File: src/rtl/core/gsv_pkg.sv
// shared types and constants of the gas spoilage verdict block
`default_nettype none

package gsv_pkg;

  // field widths
  localparam int GAS_W   = 16;
  localparam int TEMP_W  = 12;
  localparam int HUM_W   = 10;
  localparam int RUN_W   = 4;
  localparam int SCORE_W = 3;
  localparam int CFG_IDX_W  = 3;
  localparam int CFG_DATA_W = 16;

  // one ring entry: temperature, air, alcohol from the top bit down
  localparam int WORD_W = TEMP_W + 2 * GAS_W;

  // gas thresholds in tenths of ppm
  localparam int ALC_T3 = 1500;
  localparam int ALC_T2 = 800;
  localparam int ALC_T1 = 300;
  localparam int AIR_T2 = 600;
  localparam int AIR_T1 = 200;

  // environment limits in tenths
  localparam int HUM_LIMIT   = 850;
  localparam int TEMP_LIMIT  = 250;
  localparam int DRIFT_LIMIT = 50;

  // score steps of the verdict map
  localparam int SCORE_ROTTEN  = 6;
  localparam int SCORE_SUSPECT = 4;
  localparam int SCORE_MONITOR = 2;

  localparam logic [RUN_W-1:0] RUN_MAX    = 4'd15;
  localparam logic [RUN_W-1:0] RISE_RESET = 4'd3;
  localparam logic [RUN_W-1:0] FALL_RESET = 4'd5;

  // configuration register indexes
  localparam logic [CFG_IDX_W-1:0] CFG_ALC_BASE   = 3'd0;
  localparam logic [CFG_IDX_W-1:0] CFG_AIR_BASE   = 3'd1;
  localparam logic [CFG_IDX_W-1:0] CFG_TEMP_BASE  = 3'd2;
  localparam logic [CFG_IDX_W-1:0] CFG_BASE_VALID = 3'd3;
  localparam logic [CFG_IDX_W-1:0] CFG_RISE_RUNS  = 3'd4;
  localparam logic [CFG_IDX_W-1:0] CFG_FALL_RUNS  = 3'd5;

  typedef enum logic [2:0] {
    VERD_UNCAL   = 3'd0,
    VERD_FRESH   = 3'd1,
    VERD_MONITOR = 3'd2,
    VERD_SUSPECT = 3'd3,
    VERD_ROTTEN  = 3'd4
  } verdict_t;

  // per-sample control traveling down the pipeline
  typedef struct packed {
    logic valid;
    logic hum_hi;
    logic temp_hi;
  } gsv_flags_t;

endpackage

`default_nettype wire

File: src/rtl/core/gsv_ram.sv
// generic single-write, single-read ram with registered read data
`default_nettype none

module gsv_ram #(
  parameter int WIDTH = 8,
  parameter int DEPTH = 4,
  localparam int AW = (DEPTH > 1) ? $clog2(DEPTH) : 1
) (
  input  wire logic             clk,
  input  wire logic             we,
  input  wire logic [AW-1:0]    waddr,
  input  wire logic [WIDTH-1:0] wdata,
  input  wire logic             re,
  input  wire logic [AW-1:0]    raddr,
  output logic      [WIDTH-1:0] rdata
);

  logic [WIDTH-1:0] mem [DEPTH];

  // read returns the contents before a same-cycle write
  always_ff @(posedge clk) begin
    if (we) begin
      mem[waddr] <= wdata;
    end
    if (re) begin
      rdata <= mem[raddr];
    end
  end

endmodule

`default_nettype wire

File: src/rtl/core/gsv_ring.sv
// sample window ring in ram with running window sums
`default_nettype none

module gsv_ring
  import gsv_pkg::*;
#(
  parameter int WINDOW = 5,
  localparam int SLW = (WINDOW > 1) ? $clog2(WINDOW) : 1,
  localparam int SW  = GAS_W + $clog2(WINDOW + 1),
  localparam int STW = TEMP_W + $clog2(WINDOW + 1)
) (
  input  wire logic                     clk,
  input  wire logic                     rst,
  input  wire logic                     advance,
  input  wire gsv_flags_t               in_flags,
  input  wire logic        [GAS_W-1:0]  in_alc,
  input  wire logic        [GAS_W-1:0]  in_air,
  input  wire logic        [TEMP_W-1:0] in_temp,
  output gsv_flags_t                    sum_flags,
  output logic             [SW-1:0]     alc_sum,
  output logic             [SW-1:0]     air_sum,
  output logic signed      [STW-1:0]    temp_sum
);

  logic [SLW-1:0]    slot;
  logic              accept;

  // read stage registers
  logic              b_valid;
  logic              b_hum_hi;
  logic              b_temp_hi;
  logic [SLW-1:0]    b_slot;
  logic [WORD_W-1:0] b_word;
  logic              b_fwd;

  logic [WORD_W-1:0] last_wr;
  logic [WINDOW-1:0] entry_valid;
  logic [WORD_W-1:0] rdata;
  logic [WORD_W-1:0] old_word;

  logic        [GAS_W-1:0]  old_alc;
  logic        [GAS_W-1:0]  old_air;
  logic signed [TEMP_W-1:0] old_temp;
  logic        [GAS_W-1:0]  new_alc;
  logic        [GAS_W-1:0]  new_air;
  logic signed [TEMP_W-1:0] new_temp;

  logic        [SW-1:0]  alc_sum_next;
  logic        [SW-1:0]  air_sum_next;
  logic signed [STW-1:0] temp_sum_next;

  assign accept = advance && in_flags.valid;

  gsv_ram #(
    .WIDTH (WORD_W),
    .DEPTH (WINDOW)
  ) u_ram (
    .clk   (clk),
    .we    (advance && b_valid),
    .waddr (b_slot),
    .wdata (b_word),
    .re    (accept),
    .raddr (slot),
    .rdata (rdata)
  );

  // old entry: forwarded when written the cycle it was read, zero if never written
  always_comb begin
    if (b_fwd) begin
      old_word = last_wr;
    end else if (entry_valid[b_slot]) begin
      old_word = rdata;
    end else begin
      old_word = '0;
    end
  end

  assign old_alc  = old_word[GAS_W-1:0];
  assign old_air  = old_word[2*GAS_W-1:GAS_W];
  assign old_temp = old_word[WORD_W-1:2*GAS_W];
  assign new_alc  = b_word[GAS_W-1:0];
  assign new_air  = b_word[2*GAS_W-1:GAS_W];
  assign new_temp = b_word[WORD_W-1:2*GAS_W];

  // running sums: add the new sample, drop the one it replaces
  always_comb begin
    alc_sum_next  = alc_sum + SW'(new_alc) - SW'(old_alc);
    air_sum_next  = air_sum + SW'(new_air) - SW'(old_air);
    temp_sum_next = temp_sum + STW'(new_temp) - STW'(old_temp);
  end

  // slot counter, stage control, entry valid bits and sums
  always_ff @(posedge clk) begin
    if (rst) begin
      slot        <= '0;
      b_valid     <= 1'b0;
      sum_flags   <= '0;
      entry_valid <= '0;
      alc_sum     <= '0;
      air_sum     <= '0;
      temp_sum    <= '0;
    end else if (advance) begin
      b_valid   <= accept;
      sum_flags <= '{valid: b_valid, hum_hi: b_hum_hi, temp_hi: b_temp_hi};
      if (accept) begin
        slot <= (slot == SLW'(WINDOW - 1)) ? '0 : slot + 1'b1;
      end
      if (b_valid) begin
        entry_valid[b_slot] <= 1'b1;
        alc_sum             <= alc_sum_next;
        air_sum             <= air_sum_next;
        temp_sum            <= temp_sum_next;
      end
    end
  end

  // read stage payload and forwarding data
  always_ff @(posedge clk) begin
    if (accept) begin
      b_slot    <= slot;
      b_word    <= {in_temp, in_air, in_alc};
      b_hum_hi  <= in_flags.hum_hi;
      b_temp_hi <= in_flags.temp_hi;
      b_fwd     <= b_valid && (b_slot == slot);
    end
    if (advance && b_valid) begin
      last_wr <= b_word;
    end
  end

endmodule

`default_nettype wire

File: src/rtl/core/gsv_judge.sv
// threshold scoring, verdict hysteresis and result register
`default_nettype none

module gsv_judge
  import gsv_pkg::*;
#(
  parameter int WINDOW = 5,
  localparam int SW  = GAS_W + $clog2(WINDOW + 1),
  localparam int STW = TEMP_W + $clog2(WINDOW + 1)
) (
  input  wire logic                     clk,
  input  wire logic                     rst,
  input  wire logic                     advance,
  input  wire gsv_flags_t               sum_flags,
  input  wire logic        [SW-1:0]     alc_sum,
  input  wire logic        [SW-1:0]     air_sum,
  input  wire logic signed [STW-1:0]    temp_sum,
  input  wire logic        [GAS_W-1:0]  alcohol_base,
  input  wire logic        [GAS_W-1:0]  air_base,
  input  wire logic signed [TEMP_W-1:0] temp_base,
  input  wire logic                     base_valid,
  input  wire logic        [RUN_W-1:0]  rise_runs,
  input  wire logic        [RUN_W-1:0]  fall_runs,
  output logic                          out_valid,
  output logic             [SCORE_W-1:0] score,
  output verdict_t                      verdict,
  output logic                          drift_warning
);

  localparam int TW  = SW + 1;
  localparam int TTW = STW + 1;

  localparam logic [TW-1:0] WIN_U  = TW'(WINDOW);
  localparam logic [TW-1:0] K_ALC3 = TW'(WINDOW * ALC_T3);
  localparam logic [TW-1:0] K_ALC2 = TW'(WINDOW * ALC_T2);
  localparam logic [TW-1:0] K_ALC1 = TW'(WINDOW * ALC_T1);
  localparam logic [TW-1:0] K_AIR2 = TW'(WINDOW * AIR_T2);
  localparam logic [TW-1:0] K_AIR1 = TW'(WINDOW * AIR_T1);
  localparam logic signed [TTW-1:0] WIN_S   = TTW'(WINDOW);
  localparam logic signed [TTW-1:0] K_DRIFT = TTW'(WINDOW * DRIFT_LIMIT);

  // thresholds on the window sums, refreshed from the baseline each cycle
  logic        [TW-1:0]  alc_base_x;
  logic        [TW-1:0]  air_base_x;
  logic signed [TTW-1:0] temp_base_x;
  logic        [TW-1:0]  thr_alc3, thr_alc2, thr_alc1;
  logic        [TW-1:0]  thr_air2, thr_air1;
  logic signed [TTW-1:0] thr_temp_hi, thr_temp_lo;

  logic        [TW-1:0]  alc_sum_x;
  logic        [TW-1:0]  air_sum_x;
  logic signed [TTW-1:0] temp_sum_x;

  logic [1:0]         alc_pts;
  logic [1:0]         air_pts;
  logic [SCORE_W-1:0] score_now;
  verdict_t           cand;
  logic               drift_now;

  verdict_t           held_verdict;
  verdict_t           held_next;
  logic [RUN_W-1:0]   run_count;
  logic [RUN_W-1:0]   run_next;
  logic [RUN_W-1:0]   run_inc;
  logic [RUN_W-1:0]   need;

  always_comb begin
    alc_base_x  = TW'(alcohol_base) * WIN_U;
    air_base_x  = TW'(air_base) * WIN_U;
    temp_base_x = TTW'(temp_base) * WIN_S;
  end

  always_ff @(posedge clk) begin
    thr_alc3    <= alc_base_x + K_ALC3;
    thr_alc2    <= alc_base_x + K_ALC2;
    thr_alc1    <= alc_base_x + K_ALC1;
    thr_air2    <= air_base_x + K_AIR2;
    thr_air1    <= air_base_x + K_AIR1;
    thr_temp_hi <= temp_base_x + K_DRIFT;
    thr_temp_lo <= temp_base_x - K_DRIFT;
  end

  assign alc_sum_x  = TW'(alc_sum);
  assign air_sum_x  = TW'(air_sum);
  assign temp_sum_x = TTW'(temp_sum);

  // tiered gas points plus the two environment points
  always_comb begin
    if (alc_sum_x > thr_alc3) begin
      alc_pts = 2'd3;
    end else if (alc_sum_x > thr_alc2) begin
      alc_pts = 2'd2;
    end else if (alc_sum_x > thr_alc1) begin
      alc_pts = 2'd1;
    end else begin
      alc_pts = 2'd0;
    end
    if (air_sum_x > thr_air2) begin
      air_pts = 2'd2;
    end else if (air_sum_x > thr_air1) begin
      air_pts = 2'd1;
    end else begin
      air_pts = 2'd0;
    end
    score_now = SCORE_W'(alc_pts) + SCORE_W'(air_pts)
              + SCORE_W'(sum_flags.hum_hi) + SCORE_W'(sum_flags.temp_hi);
    drift_now = (temp_sum_x > thr_temp_hi) || (temp_sum_x < thr_temp_lo);
  end

  // score to candidate verdict
  always_comb begin
    if (score_now >= SCORE_W'(SCORE_ROTTEN)) begin
      cand = VERD_ROTTEN;
    end else if (score_now >= SCORE_W'(SCORE_SUSPECT)) begin
      cand = VERD_SUSPECT;
    end else if (score_now >= SCORE_W'(SCORE_MONITOR)) begin
      cand = VERD_MONITOR;
    end else begin
      cand = VERD_FRESH;
    end
  end

  // hysteresis: a change lands once the run count reaches the needed runs
  always_comb begin
    run_inc   = (run_count < RUN_MAX) ? run_count + 1'b1 : RUN_MAX;
    need      = (cand > held_verdict) ? rise_runs : fall_runs;
    held_next = held_verdict;
    run_next  = run_inc;
    if ((cand != held_verdict) && (run_inc >= need)) begin
      held_next = cand;
      run_next  = '0;
    end
  end

  // hysteresis state and result valid
  always_ff @(posedge clk) begin
    if (rst) begin
      out_valid    <= 1'b0;
      held_verdict <= VERD_UNCAL;
      run_count    <= '0;
    end else if (advance) begin
      out_valid <= sum_flags.valid;
      if (sum_flags.valid && base_valid) begin
        held_verdict <= held_next;
        run_count    <= run_next;
      end
    end
  end

  // result payload
  always_ff @(posedge clk) begin
    if (advance && sum_flags.valid) begin
      if (base_valid) begin
        score         <= score_now;
        verdict       <= held_next;
        drift_warning <= drift_now;
      end else begin
        score         <= '0;
        verdict       <= VERD_UNCAL;
        drift_warning <= 1'b0;
      end
    end
  end

endmodule

`default_nettype wire

File: src/rtl/core/gas_spoilage_verdict_hysteresis.sv
// top level: spoilage score and verdict with hysteresis over a sample window
// a sample passes the ram read stage and the window sum registers before its result is registered
// throughput: one sample per cycle; the pipeline holds only while a result waits with m_tready low
// the window lives in one ram read and written once per sample, running sums update in one add
// reset: sums, slot and hysteresis clear; ring entries read as zero through per-entry
//   valid bits, so no clearing pass is needed and samples are taken right after reset
`default_nettype none

module gas_spoilage_verdict_hysteresis
  import gsv_pkg::*;
#(
  parameter int WINDOW = 5,
  localparam int SW  = GAS_W + $clog2(WINDOW + 1),
  localparam int STW = TEMP_W + $clog2(WINDOW + 1)
) (
  input  wire logic                  clk,
  input  wire logic                  rst,
  // sample stream
  input  wire logic                  s_tvalid,
  output logic                       s_tready,
  input  wire logic [55:0]           s_tdata,  // alc_reading, air_ppm, temperature, humidity
  // result stream
  output logic                       m_tvalid,
  input  wire logic                  m_tready,
  output logic [7:0]                 m_tdata,  // score, verdict, drift_warning
  // configuration writes
  input  wire logic                  cfg_valid,
  output logic                       cfg_ready,
  input  wire logic [CFG_IDX_W-1:0]  cfg_index,
  input  wire logic [CFG_DATA_W-1:0] cfg_data
);

  logic advance;

  logic        [GAS_W-1:0]  in_alc;
  logic        [GAS_W-1:0]  in_air;
  logic signed [TEMP_W-1:0] in_temp;
  logic        [HUM_W-1:0]  in_hum;
  gsv_flags_t               in_flags;
  gsv_flags_t               sum_flags;

  logic        [SW-1:0]  alc_sum;
  logic        [SW-1:0]  air_sum;
  logic signed [STW-1:0] temp_sum;

  logic        [GAS_W-1:0]  alcohol_base;
  logic        [GAS_W-1:0]  air_base;
  logic signed [TEMP_W-1:0] temp_base;
  logic                     base_valid;
  logic        [RUN_W-1:0]  rise_runs;
  logic        [RUN_W-1:0]  fall_runs;

  logic [SCORE_W-1:0] score;
  verdict_t           verdict;
  logic               drift_warning;

  // pipeline moves whenever the result register is free or drained
  assign advance   = !m_tvalid || m_tready;
  assign s_tready  = advance;
  assign cfg_ready = 1'b1;

  // unpack sample fields
  assign in_alc  = s_tdata[15:0];
  assign in_air  = s_tdata[31:16];
  assign in_temp = s_tdata[43:32];
  assign in_hum  = s_tdata[53:44];

  // raw environment points
  always_comb begin
    in_flags.valid   = s_tvalid;
    in_flags.hum_hi  = in_hum > HUM_W'(HUM_LIMIT);
    in_flags.temp_hi = in_temp > TEMP_W'(TEMP_LIMIT);
  end

  // configuration registers
  always_ff @(posedge clk) begin
    if (rst) begin
      alcohol_base <= '0;
      air_base     <= '0;
      temp_base    <= '0;
      base_valid   <= 1'b0;
      rise_runs    <= RISE_RESET;
      fall_runs    <= FALL_RESET;
    end else if (cfg_valid && cfg_ready) begin
      unique case (cfg_index)
        CFG_ALC_BASE:   alcohol_base <= cfg_data[GAS_W-1:0];
        CFG_AIR_BASE:   air_base     <= cfg_data[GAS_W-1:0];
        CFG_TEMP_BASE:  temp_base    <= cfg_data[TEMP_W-1:0];
        CFG_BASE_VALID: base_valid   <= cfg_data[0];
        CFG_RISE_RUNS:  rise_runs    <= cfg_data[RUN_W-1:0];
        CFG_FALL_RUNS:  fall_runs    <= cfg_data[RUN_W-1:0];
        default: begin
        end
      endcase
    end
  end

  gsv_ring #(
    .WINDOW (WINDOW)
  ) u_ring (
    .clk       (clk),
    .rst       (rst),
    .advance   (advance),
    .in_flags  (in_flags),
    .in_alc    (in_alc),
    .in_air    (in_air),
    .in_temp   (in_temp),
    .sum_flags (sum_flags),
    .alc_sum   (alc_sum),
    .air_sum   (air_sum),
    .temp_sum  (temp_sum)
  );

  gsv_judge #(
    .WINDOW (WINDOW)
  ) u_judge (
    .clk           (clk),
    .rst           (rst),
    .advance       (advance),
    .sum_flags     (sum_flags),
    .alc_sum       (alc_sum),
    .air_sum       (air_sum),
    .temp_sum      (temp_sum),
    .alcohol_base  (alcohol_base),
    .air_base      (air_base),
    .temp_base     (temp_base),
    .base_valid    (base_valid),
    .rise_runs     (rise_runs),
    .fall_runs     (fall_runs),
    .out_valid     (m_tvalid),
    .score         (score),
    .verdict       (verdict),
    .drift_warning (drift_warning)
  );

  // pack result fields
  assign m_tdata = {1'b0, drift_warning, verdict, score};

endmodule

`default_nettype wire

File: config.mk
export PLATFORM = sky130hd
export DESIGN_NAME = gas_spoilage_verdict_hysteresis
export DESIGN_NICKNAME = d
export VERILOG_FILES = /design/src/rtl/core/gsv_pkg.sv /design/src/rtl/core/gsv_ram.sv /design/src/rtl/core/gsv_ring.sv /design/src/rtl/core/gsv_judge.sv /design/src/rtl/core/gas_spoilage_verdict_hysteresis.sv
export SDC_FILE = /design/constraint.sdc
export NUM_CORES = 1
export LEC_CHECK = 0
export BUFFER_PORTS_ARGS = -buffer_cell sky130_fd_sc_hd__buf_2
export CORE_UTILIZATION = 30
export CTS_CLUSTER_SIZE = 25
export DETAILED_ROUTE_END_ITERATION = 10
export GPL_TIMING_DRIVEN = 0
export HOLD_SLACK_MARGIN = 0.08
export MAX_ROUTING_LAYER = met4
export PLACE_DENSITY = 0.41
export SLEW_MARGIN = 20
export SYNTH_ARGS = -nofsm -noshare
export SYNTH_HDL_FRONTEND = slang
export SYNTH_SLANG_ARGS = --single-unit
File: constraint.sdc
create_clock -name clk -period 6.8 [get_ports clk]
set_input_delay 1.02 -clock clk [delete_from_list [all_inputs] [get_ports clk]]
set_output_delay 1.02 -clock clk [all_outputs]
set_load 0.005 [all_outputs]
Word-level counts from Yosys, hierarchy flattened
Memories as Yosys holds them, arrays and structs flattened. A register that Yosys moved wholly into a read port is not among the register bits.
Cells that the tools add are included.
{"block": "classes", "n_mux": 21, "bitwise": 1, "addsub": 18, "n_reduce_logical": 20, "eq_ne": 8, "n_shift": 0, "magnitude_cmp": 17, "n_mul": 3, "div": 0}
{"operator": "greater-than comparator 19 x 20 -> 1 bit", "n": 5}
{"operator": "two-way mux 44 bit", "n": 2}
{"operator": "adder 19 x 12 -> 20 bit, second input constant", "n": 2}
{"operator": "adder 19 x 16 -> 19 bit", "n": 2}
{"operator": "multiplier 16 x 3 -> 19 bit, second input constant", "n": 2}
{"operator": "subtractor 19 x 16 -> 19 bit", "n": 2}
{"operator": "adder 19 x 10 -> 20 bit, second input constant", "n": 1}
{"operator": "adder 19 x 11 -> 20 bit, second input constant", "n": 1}
{"operator": "adder 19 x 13 -> 20 bit, second input constant", "n": 1}
{"operator": "AND reduction 2 bit", "n": 9}
{"operator": "adder 16 x 9 -> 16 bit, second input constant", "n": 1}
{"operator": "greater-than comparator 15 x 16 -> 1 bit", "n": 1}
{"operator": "< comparator 15 x 16 -> 1 bit", "n": 1}
{"operator": "multiplier 12 x 4 -> 16 bit, second input constant", "n": 1}
{"operator": "subtractor 16 x 9 -> 16 bit, second input constant", "n": 1}
{"operator": "adder 15 x 12 -> 15 bit", "n": 1}
{"operator": "subtractor 15 x 12 -> 15 bit", "n": 1}
{"operator": "greater-than comparator 12 x 9 -> 1 bit, second input constant", "n": 1}
{"operator": "two-way mux 3 bit", "n": 4}
{"operator": "two-way mux 4 bit", "n": 3}
{"operator": "greater-than comparator 10 bit, second input constant", "n": 1}
{"operator": "equality test 3 bit, second input constant", "n": 3}
{"operator": "two-way mux 2 bit", "n": 4}
{"operator": "logical AND 1 bit", "n": 7}
{"operator": "22 further kinds", "n": 31}
{"block": "totals", "inputBits": 80, "latchBits": 0, "n_memories": 1, "wordCells": 123, "rom_bits": 0, "register_bits": 359, "ramBits": 220}
{"name": "u_ring.u_ram.mem", "depth": 5, "width": 44, "read_ports": 1, "rd_clocked_by_memory_dff": 1, "wr": 1, "line": "gsv_ram.sv:18", "source": "logic [WIDTH-1:0] mem [DEPTH];"}

Depth between registers and ports, before layout
Gate-level depths: netlist of run 1.
{"block": "depth", "depth_word": 16, "depth_mapped": 32, "depth_no_buf": 32}

By module
A second synthesis of run 1 with hierarchy kept.
{"block": "unflattened", "hier_cells": 2735, "hier_area_um2": 31621.6}
{"module": "gsv_judge", "seq_area_each_um2": 2772.7, "area_each_um2": 10443.8, "instances": 1, "cells_per_inst": 1171}
{"module": "gsv_ram", "seq_area_each_um2": 7927.6, "area_each_um2": 10298.6, "instances": 1, "cells_per_inst": 521}
{"module": "gsv_ring", "seq_area_each_um2": 4124.0, "area_each_um2": 8844.7, "instances": 1, "cells_per_inst": 794}
{"module": "gas_spoilage_verdict_hysteresis", "seq_area_each_um2": 1061.0, "area_each_um2": 2034.5, "instances": 1, "cells_per_inst": 249}

Least setup slack after synthesis of run 1
Ideal clock, no wire load.
{"block": "synth_timing", "path_type": "input-to-reg", "startpoint": "in m_tready", "endpoint": "mem u_ring.u_ram.mem[0][0] in the netlist's numbering, enable pin", "slack_ns": 0.482, "arrival_time_ns": 5.760, "path_stages": 5, "required_time_ns": 6.242, "cell_sequence": "nor2b_1 > inv_1 > nand2_1 > clkbuf_1 > nor4_1"}
{"block": "synth_between", "elab_chain_len": 4}
{"element": "start, declared", "line": "gas_spoilage_verdict_hysteresis.sv:24", "source": "input wire logic m_tready,"}
{"element": "logical OR 1 bit", "line": "gas_spoilage_verdict_hysteresis.sv:58", "source": "assign advance = !m_tvalid || m_tready;"}
{"element": "via s_tready", "line": "gas_spoilage_verdict_hysteresis.sv:20", "source": "output logic s_tready,"}
{"element": "logical AND 1 bit", "line": "gsv_ring.sv:59", "source": ".we (advance && b_valid),"}
{"element": "two-way mux 1 bit", "line": "gsv_ram.sv:22", "source": "if (we) begin"}
{"element": "two-way mux 1 bit (not written as such)", "line": "gsv_ram.sv:23", "source": "mem[waddr] <= wdata;"}
{"element": "end, declared", "line": "gsv_ram.sv:18"}
The timed path passes the listed nets, and every way through them passes these cells.

Worst setup path after layout of run 1
{"block": "layout_timing", "startpoint": "reg u_ring.air_sum[14]", "endpoint": "reg u_judge.held_verdict[1]"}
{"block": "layout_between", "elab_chain_len": 15, "word_cells_on_any_way": 19, "classes_between": "3 x add/sub; 7 x order compare; 1 x eq/ne; 7 x mux; 1 x reduce/logical"}
{"element": "start, declared", "line": "gsv_ring.sv:21", "source": "output logic [SW-1:0] air_sum,"}
{"element": "start signal, assigned", "line": "gsv_ring.sv:111", "source": "air_sum <= air_sum_next;"}
{"element": "greater-than comparator 19 x 20 -> 1 bit", "line": "gsv_judge.sv:100", "source": "end else if (air_sum_x > thr_air1) begin"}
{"element": "two-way mux 1 bit", "line": "gsv_judge.sv:100"}
{"element": "two-way mux 2 bit (*)", "line": "gsv_judge.sv:98", "source": "if (air_sum_x > thr_air2) begin"}
{"element": "adder 2 x 2 -> 3 bit (*)", "line": "gsv_judge.sv:105", "source": "score_now = SCORE_W'(alc_pts) + SCORE_W'(air_pts)"}
{"element": "adder 3 x 1 -> 3 bit (*) (2 in a row)", "line": "gsv_judge.sv:106", "source": "+ SCORE_W'(sum_flags.hum_hi) + SCORE_W'(sum_flags.temp_hi);"}
{"element": "via u_judge.score_now[1]", "line": "gsv_judge.sv:56", "source": "logic [SCORE_W-1:0] score_now;"}
{"element": ">= comparator 3 x 2 -> 1 bit", "line": "gsv_judge.sv:116", "source": "end else if (score_now >= SCORE_W'(SCORE_MONITOR)) begin"}
{"element": "two-way mux 2 bit", "line": "gsv_judge.sv:116"}
{"element": "two-way mux 3 bit", "line": "gsv_judge.sv:114", "source": "end else if (score_now >= SCORE_W'(SCORE_SUSPECT)) begin"}
{"element": "two-way mux 3 bit (*)", "line": "gsv_judge.sv:112", "source": "if (score_now >= SCORE_W'(SCORE_ROTTEN)) begin"}
{"element": "greater-than comparator 3 bit", "line": "gsv_judge.sv:126", "source": "need = (cand > held_verdict) ? rise_runs : fall_runs;"}
{"element": "two-way mux 4 bit", "line": "gsv_judge.sv:126"}
{"element": ">= comparator 4 bit", "line": "gsv_judge.sv:129", "source": "if ((cand != held_verdict) && (run_inc >= need)) begin"}
{"element": "logical AND 1 bit", "line": "gsv_judge.sv:129"}
{"element": "two-way mux 3 bit (*)", "line": "gsv_judge.sv:129"}
{"element": "end signal, assigned", "line": "gsv_judge.sv:144", "source": "held_verdict <= held_next;"}
{"element": "end, declared", "line": "gsv_judge.sv:60", "source": "verdict_t held_verdict;"}
Mark *: on every way through the listed nets, which the timed path passes. The rest lies on a longest branch.
A chain may end at the register's enable or synchronous reset.

==> results of run 1 <==
-- stage by stage --
stage | setup WS (ps) | utilization [%] | TNS [ps] | cells
after floorplan | 482 | - | 0 | 2691
after global routing | 5.54 | 35.3 | 0 | 4303
after detailed placement | -766 | 32.7 | -6110 | 4164
after CTS | 26.6 | 35.2 | 0 | 4301
after global placement | -5970 | 32.4 | -300160 | 4144
final | 285 | 35.3 | 0 | 4303
-- state kept, by name, indices dropped and copies added, names as in the netlist, 18 cells and up --
name,cells
u_ring.u_ram.mem,220
u_ring.b_word,44
u_ring.last_wr,44
u_ring.u_ram.rdata,44
u_judge.thr_air2,20
u_judge.thr_alc3,20
u_ring.air_sum,19
u_ring.alc_sum,19
u_judge.thr_alc2,18
-- cell usage after synthesis (4+ instances only) --
library cell and n:
edfxtp_1 365, inv_1 350, ha_1 266, dfxtp_1 246, nand2_1 228, a21oi_1 175, nor2_1 139, xnor2_1 101
o21ai_0 69, a21o_1 63, clkbuf_1 55, xor2_1 55, fa_1 51, mux2_2 46, a22o_1 45, mux4_2 45
nor2b_1 33, nand3_1 28, nor3_1 28, nand4_1 25, nand2b_1 23, o21a_1 20, a31oi_1 18, mux2i_1 18
and2_1 15, and3_1 14, or3_1 13, o31ai_1 12, a211oi_1 11, nor3b_1 9, o21bai_1 9, nand3b_1 7
buf_1 6, nand4b_1 5, nor4_1 5, o311ai_0 5, o41ai_1 5, or2_2 5, or4_1 5, a22oi_1 4
o211a_1 4, o211ai_1 4
-- cells by family after synthesis --
kind of cell    Yosys count  synth area share [%]
simple gates            594                  9.07
buf+inv                 415                  5.09
mux                     109                  5.56
xor+xnor                157                  4.49
other cells               2                0.0244
fa+ha+maj               317                  14.1
compound gates          481                  10.1
flops                   611                  51.6
-- timing repair --
action                     CTS  global route
pin swaps                    0             0
buffers inserted             0             2
gates resized for setup      8             9
setup endpoints to repair   10            10
-- power breakdown --
group	leakage (nW)	internal, mW	switching (mW)
combinational	8.08	1.17	1.44
sequential	5.40	4.13	0.180
clock	1.22	2.45	1.60
total	14.7	7.76	3.22
-- per-layer routing --
layer	vias up	GRT usage [%]	wire length, um
met3	116	2.25	2260
met2	275	26.5	38700
met1	9834	19.2	35400
li1	9820	-	-
met5	-	-	0
met4	0	4.29	1830
-- final cells by class --
cell class                      count  area (um2)
Inverter                          351        1320
Clock inverter                     37         425
Tap cell                         1368        1710
Multi-Input combinational cell   1665       13500
Timing Repair Buffer              107         733
Sequential cell                   611       15900
Fill cell                       10100       65900
Buffer                             64         260
Clock buffer                      100        2070
-- worst max-delay path: cells and delay by family (launching register included) --
family | cells | cell delay [ps]
DFF | 1 | 370
and+or+nand+nor | 4 | 460
adders and majority gates | 6 | 2030
AOI/OAI and AO/OA | 16 | 2920
muxes | 2 | 570
-- worst max path at each step --
stage | to | cells after the start
floorplan | u_ring.u_ram.mem[0][0] | 5
global placement | u_ring.u_ram.mem[0][25] | 6
detailed placement | u_judge.held_verdict[1] | 28
CTS | u_judge.held_verdict[1] | 28
global route | u_judge.held_verdict[1] | 28
finish | u_judge.held_verdict[1] | 28
==> impl_metrics.tcl, run 1 <==
set metrics [dict create \
    outcome "complete, no violations" \
    cts_buffer_depth 3 \
    io_buffer_count 85 \
    rsz0062_at_grt "no" \
    num_antenna_cells 0 \
    whs_path_depth 0 \
    r2r-end "u_judge.held_verdict[1]" \
    drive_gt1_share_pct 12.0 \
    hold_viol 0 \
    crit_type "flop to flop" \
    htree_levels 3 \
    drv_cap 0 \
    synth.top_cell.area_share_pct 35.6 \
    clk_latency_ps 640 \
    r2r_slack_ps 290 \
    die_area_um2 104000 \
    crit_arrival_ps 7000 \
    grt_first_pass_wirelength_um 119000 \
    dieHeight_um 322 \
    grt_max_degree 67 \
    worst_hold_path.endpoint "u_judge.thr_air2[0]" \
    fmax_mhz 153 \
    ys_types 77 \
    synthTopCellsByArea "edfxtp_1, dfxtp_1, ha_1, inv_1, fa_1" \
    antenna_found_initial 1 \
    syn_area_um2 30800 \
    worstHoldStart "air_base[0]" \
    holdWs_ps 428 \
    cp_slowest_cell "fa_2" \
    core_um2 102000 \
    cp_max_fo 9 \
    root_buffer "clkbuf_16" \
    skew_ps 29.0 \
    required_ps 7280 \
    synth_cells 2686 \
    setup_viol 0 \
    clkTransAtPathRegs_ps 60 \
    grt_remaining_overflow 0 \
    tritoncts "done" \
    slew_headroom_pct 30.8 \
    finalCritPeriodShare_pct 95.8 \
    design_area_um2 35900 \
    slew_violations 0 \
    pwr_density_cell_nw_per_um2 306 \
    endpoint_kind "flop" \
    ir_drop_mv 0.169 \
    drc 0 \
    final_cell_mix "edfxtp_1, inv_1, ha_1" \
    critPathLaunch "u_ring.air_sum[14]" \
    crit_top_cell "a21o_1" \
    firstDrtPassIters 7 \
    die_w_um 322 \
    p_leak_nw 14.7 \
    r2r_cells 28 \
    avgRoutedWirePerCell_um 18.2 \
    start_util_pct 30.3 \
    gp_congestion 0.819 \
    postCtsHoldBufs 0 \
    postRouteAntennaNets 0 \
    vias 20000 \
    track_usage_pct 15.6 \
    p_total_mw 11.0 \
    synth_top_cell_by_area "edfxtp_1" \
    clock_sinks 611 \
    min_period_ps 6510 \
    ios 91 \
    hpwl_um 58500 \
    totalWireLength_um 78200 \
    ys_seq_elements 611 \
    final_common_cell "edfxtp_1" \
    fp-row-count 117 \
    drt-vias-per-instance 4.66 \
    postSynthAreaPerCell_um2 11.5 \
    r2r_start "u_ring.air_sum[14]" \
    hp-class "flop to flop" \
    finalNetCount 3272 \
    yosysWarnings 0 \
    crit_path_max_incr_delay_ps 490 \
    ys_seq_area_share_pct 51.6 \
    worst_slew_pin_slew_ps 1040 \
    placed_area_um2 33300 \
    synth_enable_flop_cells 365 \
    cts_buffers 75 \
    first_global_vias 20700 \
    drt_iter0_drc 984 \
    synth_flop_cell "edfxtp_1" \
    async_flop_share_pct 0 \
    start_kind "flop" \
    area_growth_pct 16.5 \
]
No activity file was read; power rests on OpenSTA's default activity.
==> run 2: changes to the inputs <==
Settings changed: RECOVER_POWER set to 100.
==> impl_metrics.tcl, run 2 (synthesis gave the netlist of run 1 again) <==
set metrics [dict create \
    dieHeight_um 322 \
    power.share.clock_pct 37.0 \
    crit_type "flop to flop" \
    drive_gt1_share_pct 10.4 \
    setup_tns_ps 0 \
    violations "capacitance limit, slew limit" \
    swShare_pct 29.3 \
    drt-vias-per-instance 4.67 \
    clock_sinks 611 \
    hpwl_um 58500 \
    p_seq_share_pct 39.4 \
    min_period_ps 6500 \
    firstDrtPassIters 8 \
    holdWs_ps 428 \
    start_kind "flop" \
    slew_violations 223 \
    vias 20100 \
    finalNetCount 3272 \
    final_core_util_pct 35.0 \
    endpoint_kind "flop" \
    hold_viol 0 \
    crit_arrival_ps 6980 \
    die_area_um2 104000 \
    finalCritPeriodShare_pct 95.6 \
    outcome "complete, but fails checks" \
    p_total_mw 11.0 \
    first_global_vias 20700 \
    power.internal_mw 7.75 \
    final_common_cell "edfxtp_1" \
    cts_buffer_depth 3 \
    drc 0 \
    htree_levels 3 \
    ios 91 \
    antenna_found_initial 1 \
    p_comb_share_pct 23.7 \
    fmax_mhz 154 \
    fillers 10100 \
    avgRoutedWirePerCell_um 18.2 \
    pwr_density_cell_nw_per_um2 308 \
    top_register "u_ring.u_ram.mem" \
    fp-row-count 117 \
    crit_path_max_incr_delay_ps 490 \
    io_buffer_count 85 \
    num_antenna_cells 0 \
    totalWireLength_um 78200 \
    slew_headroom_pct -85.9 \
    design_area_um2 35600 \
    cp_max_fo 9 \
    crit_top_cell "a21o_1" \
    die_w_um 322 \
    core_um2 102000 \
    grt_first_pass_wirelength_um 119000 \
    cp_slowest_cell "fa_2" \
    p_leak_nw 14.5 \
    setup_viol 0 \
    clk_latency_ps 640 \
    grt_max_degree 67 \
    final_cell_mix "edfxtp_1, inv_1, ha_1" \
    ir_drop_mv 0.169 \
    required_ps 7280 \
    tritoncts "done" \
    placed_area_um2 33300 \
    largest_reg_flops 220 \
    track_usage_pct 15.6 \
    drv_cap 6 \
    postCtsHoldBufs 0 \
    gp_congestion 0.819 \
    start_util_pct 30.3 \
    drt_iter0_drc 935 \
    grt_remaining_overflow 0 \
    root_buffer "clkbuf_16" \
    hp-class "flop to flop" \
    area_growth_pct 15.5 \
    p_switching_mw 3.21 \
    cts_buffers 75 \
    worst_slew_pin_slew_ps 2790 \
    postRouteAntennaNets 0 \
    clkTransAtPathRegs_ps 60 \
    skew_ps 30.3 \
]
==> run 2: cell types whose count changed in the layout (fill, tap and decap cells not counted), moves of 3 or more <==
cell and delta:
clkbuf_1 +38, buf_2 -20, and2_0 +6, and2_1 -6, buf_16 -6, buf_4 -6, buf_12 -3, o21ai_0 +3
o21ai_1 -3
==> run 2: worst max-delay path, delay by kind of cell (launching register included) <==
family                     cells  cell delay (ps)
AOI/OAI and AO/OA             16             2910
adders and majority gates      6             2030
muxes                          2              570
and+or+nand+nor                4              460
DFF                            1              370
==> run 2: power groups by stage <==
stage	combinational, mW	sequential (mW)	clock (mW)
floorplan	1.83	4.30	0
global placement	2.36	4.41	0
detailed placement	2.40	4.40	0
CTS	2.50	4.33	4.18
global route	2.92	4.34	4.32
finish	2.59	4.32	4.05
==> run 2: layout make-up <==
cell class | count | area, um2 | share of cell area [%]
multi-input combinational | 1665 | 13400 | 37.7
sequential | 611 | 15900 | 44.7
tap | 1368 | 1710 | 4.81
clock buffer | 100 | 2070 | 5.83
timing repair buffer | 107 | 500 | 1.41
clock inverter | 37 | 425 | 1.20
buffer | 64 | 253 | 0.710
inverter | 351 | 1320 | 3.71
==> run 2: layer usage <==
layer	routed length, um	GRT usage (%)	up-vias
li1	-	-	9818
met1	35000	19.2	9830
met2	38500	26.5	305
met3	2640	2.25	138
met4	2070	4.29	0
met5	0	-	-
==> run 2: worst paths after layout <==
check,end,depth (start not counted),slack [ps],from
worst max-delay path,u_judge.held_verdict[1],28,300,u_ring.air_sum[14]
worst min-delay path,u_judge.thr_air2[0],0,430,air_base[0]
worst max register to register,u_judge.held_verdict[1],28,300,u_ring.air_sum[14]
worst min register to register,u_judge.thr_air2[0],0,430,air_base[0]
==> run 2: repair_timing <==
item / 4_1_cts / 5_1_grt
gates cloned: 0 / 0
gates resized for setup: 8 / 9
buffers inserted: 0 / 2
setup endpoints to repair: 10 / 10
==> run 2: metrics by stage <==
stage          std cells  setup slack, ps
6_report            4303              302
5_1_grt             4303            -1.95
4_1_cts             4301             26.6
3_5_place_dp        4164             -766
3_3_place_gp        4144            -5970
2_1_floorplan       2691              482
==> run 3: changes to the inputs <==
Settings changed: CTS_BUF_LIST set to sky130_fd_sc_hd__clkbuf_4.
==> impl_metrics.tcl, run 3 (synthesis gave the netlist of run 1 again) <==
set metrics [dict create \
    outcome "complete, but fails checks" \
    violations "capacitance limit, slew limit" \
    drive_gt1_share_pct 14.4 \
    final_core_util_pct 35.1 \
    cp_max_fo 9 \
    cts_buffer_depth 3 \
    ir_drop_mv 0.176 \
    wl_met3_um 2970 \
    drv_cap 7 \
    hp-class "input port to flop" \
    firstDrtPassIters 7 \
    die_w_um 322 \
    critPathLaunch "u_ring.air_sum[14]" \
    fin_ws_ps 305 \
    gp_congestion 0.819 \
    worst_hold_path.endpoint "alcohol_base[12]" \
    drc 0 \
    first_global_vias 21800 \
    finalNetCount 3413 \
    start_kind "flop" \
    clock_sinks 611 \
    pwr_density_cell_nw_per_um2 290 \
    setup_viol 0 \
    grt_remaining_overflow 0 \
    slew_violations 241 \
    dieHeight_um 322 \
    htree_levels 4 \
    r2r_slack_ps 300 \
    r2r-end "u_judge.held_verdict[1]" \
    area_growth_pct 16.0 \
    totalWireLength_um 79200 \
    clk_latency_ps 1030 \
    endpoint_kind "flop" \
    drt-vias-per-instance 4.61 \
    start_util_pct 30.3 \
    antenna_found_initial 2 \
    avgRoutedWirePerCell_um 17.5 \
    grt_first_pass_wirelength_um 122000 \
    highest_layer "met4" \
    finalCritPeriodShare_pct 95.5 \
    tritoncts "done" \
    worst_slew_pin_slew_ps 2750 \
    wl_met2_um 39000 \
    grt_max_degree 67 \
    slew_headroom_pct -83.6 \
    crit_type "flop to flop" \
    final_cell_mix "edfxtp_1, inv_1, ha_1" \
    io_buffer_count 85 \
    place_ws_ps -766 \
    die_area_um2 104000 \
    root_buffer "clkbuf_4" \
    whs_path_depth 3 \
    fmax_mhz 154 \
    crit_arrival_ps 7390 \
    skew_ps 77.1 \
    fp-row-count 117 \
    crit_path_max_incr_delay_ps 500 \
    r2r_start "u_ring.air_sum[14]" \
    cts_buffers 172 \
    hold_viol 0 \
    required_ps 7700 \
    layoutNonFillerInstCount 4511 \
    hpwl_um 58500 \
    core_um2 102000 \
    cp_slowest_cell "fa_1" \
    drt_iter0_drc 959 \
    postRouteAntennaNets 0 \
    final_common_cell "edfxtp_1" \
    min_period_ps 6500 \
    crit_top_cell "a21o_1" \
    top_register "u_ring.u_ram.mem" \
    p_leak_nw 14.8 \
    track_usage_pct 15.9 \
    r2r_cells 28 \
    vias 20800 \
    clkTransAtPathRegs_ps 60 \
    ios 91 \
    worstHoldStart "cfg_data[12]" \
    largest_reg_flops 220 \
    p_total_mw 10.4 \
    dp_cells 4164 \
    drt-met1-wl_um 35300 \
]
==> run 3: cell types whose count changed in the layout (fill, tap and decap cells not counted), sizes merged <==
cell	previous run	this run
clkbuf	192	338
dlygate4sd3	0	44
clkinv	26	40
diode	0	7
bufinv	8	5
inv	351	353
buf	79	78
clkinvlp	3	2
==> run 3: cell type report <==
type	instances	area, um2
well taps	1368	1710
fillers	10300	66000
diodes	7	17.5
clock inverters	49	353
plain buffers	64	253
multi-input cells	1665	13400
repair buffers	151	938
clock buffers	245	1840
inverters	351	1320
flip-flops and latches	611	15900
==> run 3: how the worst max path moves through the flow <==
stage	end	slack, ps	cells after the start
6_report	u_judge.held_verdict[1]	300	28
5_1_grt	u_judge.held_verdict[1]	-9	28
4_1_cts	u_judge.held_verdict[2]	50	28
3_5_place_dp	u_judge.held_verdict[1]	-770	28
3_3_place_gp	u_ring.u_ram.mem[0][25]	-5970	6
2_1_floorplan	u_ring.u_ram.mem[0][0]	480	5
==> run 3: repair_timing <==
action | CTS | global route
hold endpoints to repair | 44 | 0
buffers inserted | 0 | 2
setup endpoints to repair | 10 | 10
resized for setup | 8 | 7
hold buffers | 44 | 0
==> run 3: per-layer routing <==
metal | GRT usage, % | up-vias
met5 | - | -
li1 | - | 10200
met3 | 2.94 | 152
met4 | 5.62 | 0
met2 | 26.7 | 368
met1 | 19.0 | 10100
==> run 3: power breakdown <==
group	internal [mW]	switching [mW]
sequential	4.14	0.180
clock	1.84	1.59
combinational	1.17	1.43
==> run 3: stage by stage <==
step	area, um2	TNS [ps]	hold slack [ps]
6_report	35700	0	263
4_1_cts	36000	0	87.5
5_1_grt	35700	-8.76	139
2_1_floorplan	30800	0	355
3_3_place_gp	33000	-300160	414
3_5_place_dp	33300	-6110	414
==> run 3: critical path: cells and delay by family, from the launching register on <==
family                     cells  cell delay (ps)
adders and majority gates      6             2050
and+or+nand+nor                4              470
muxes                          2              570
AOI/OAI and AO/OA             16             2930
DFF                            1              360
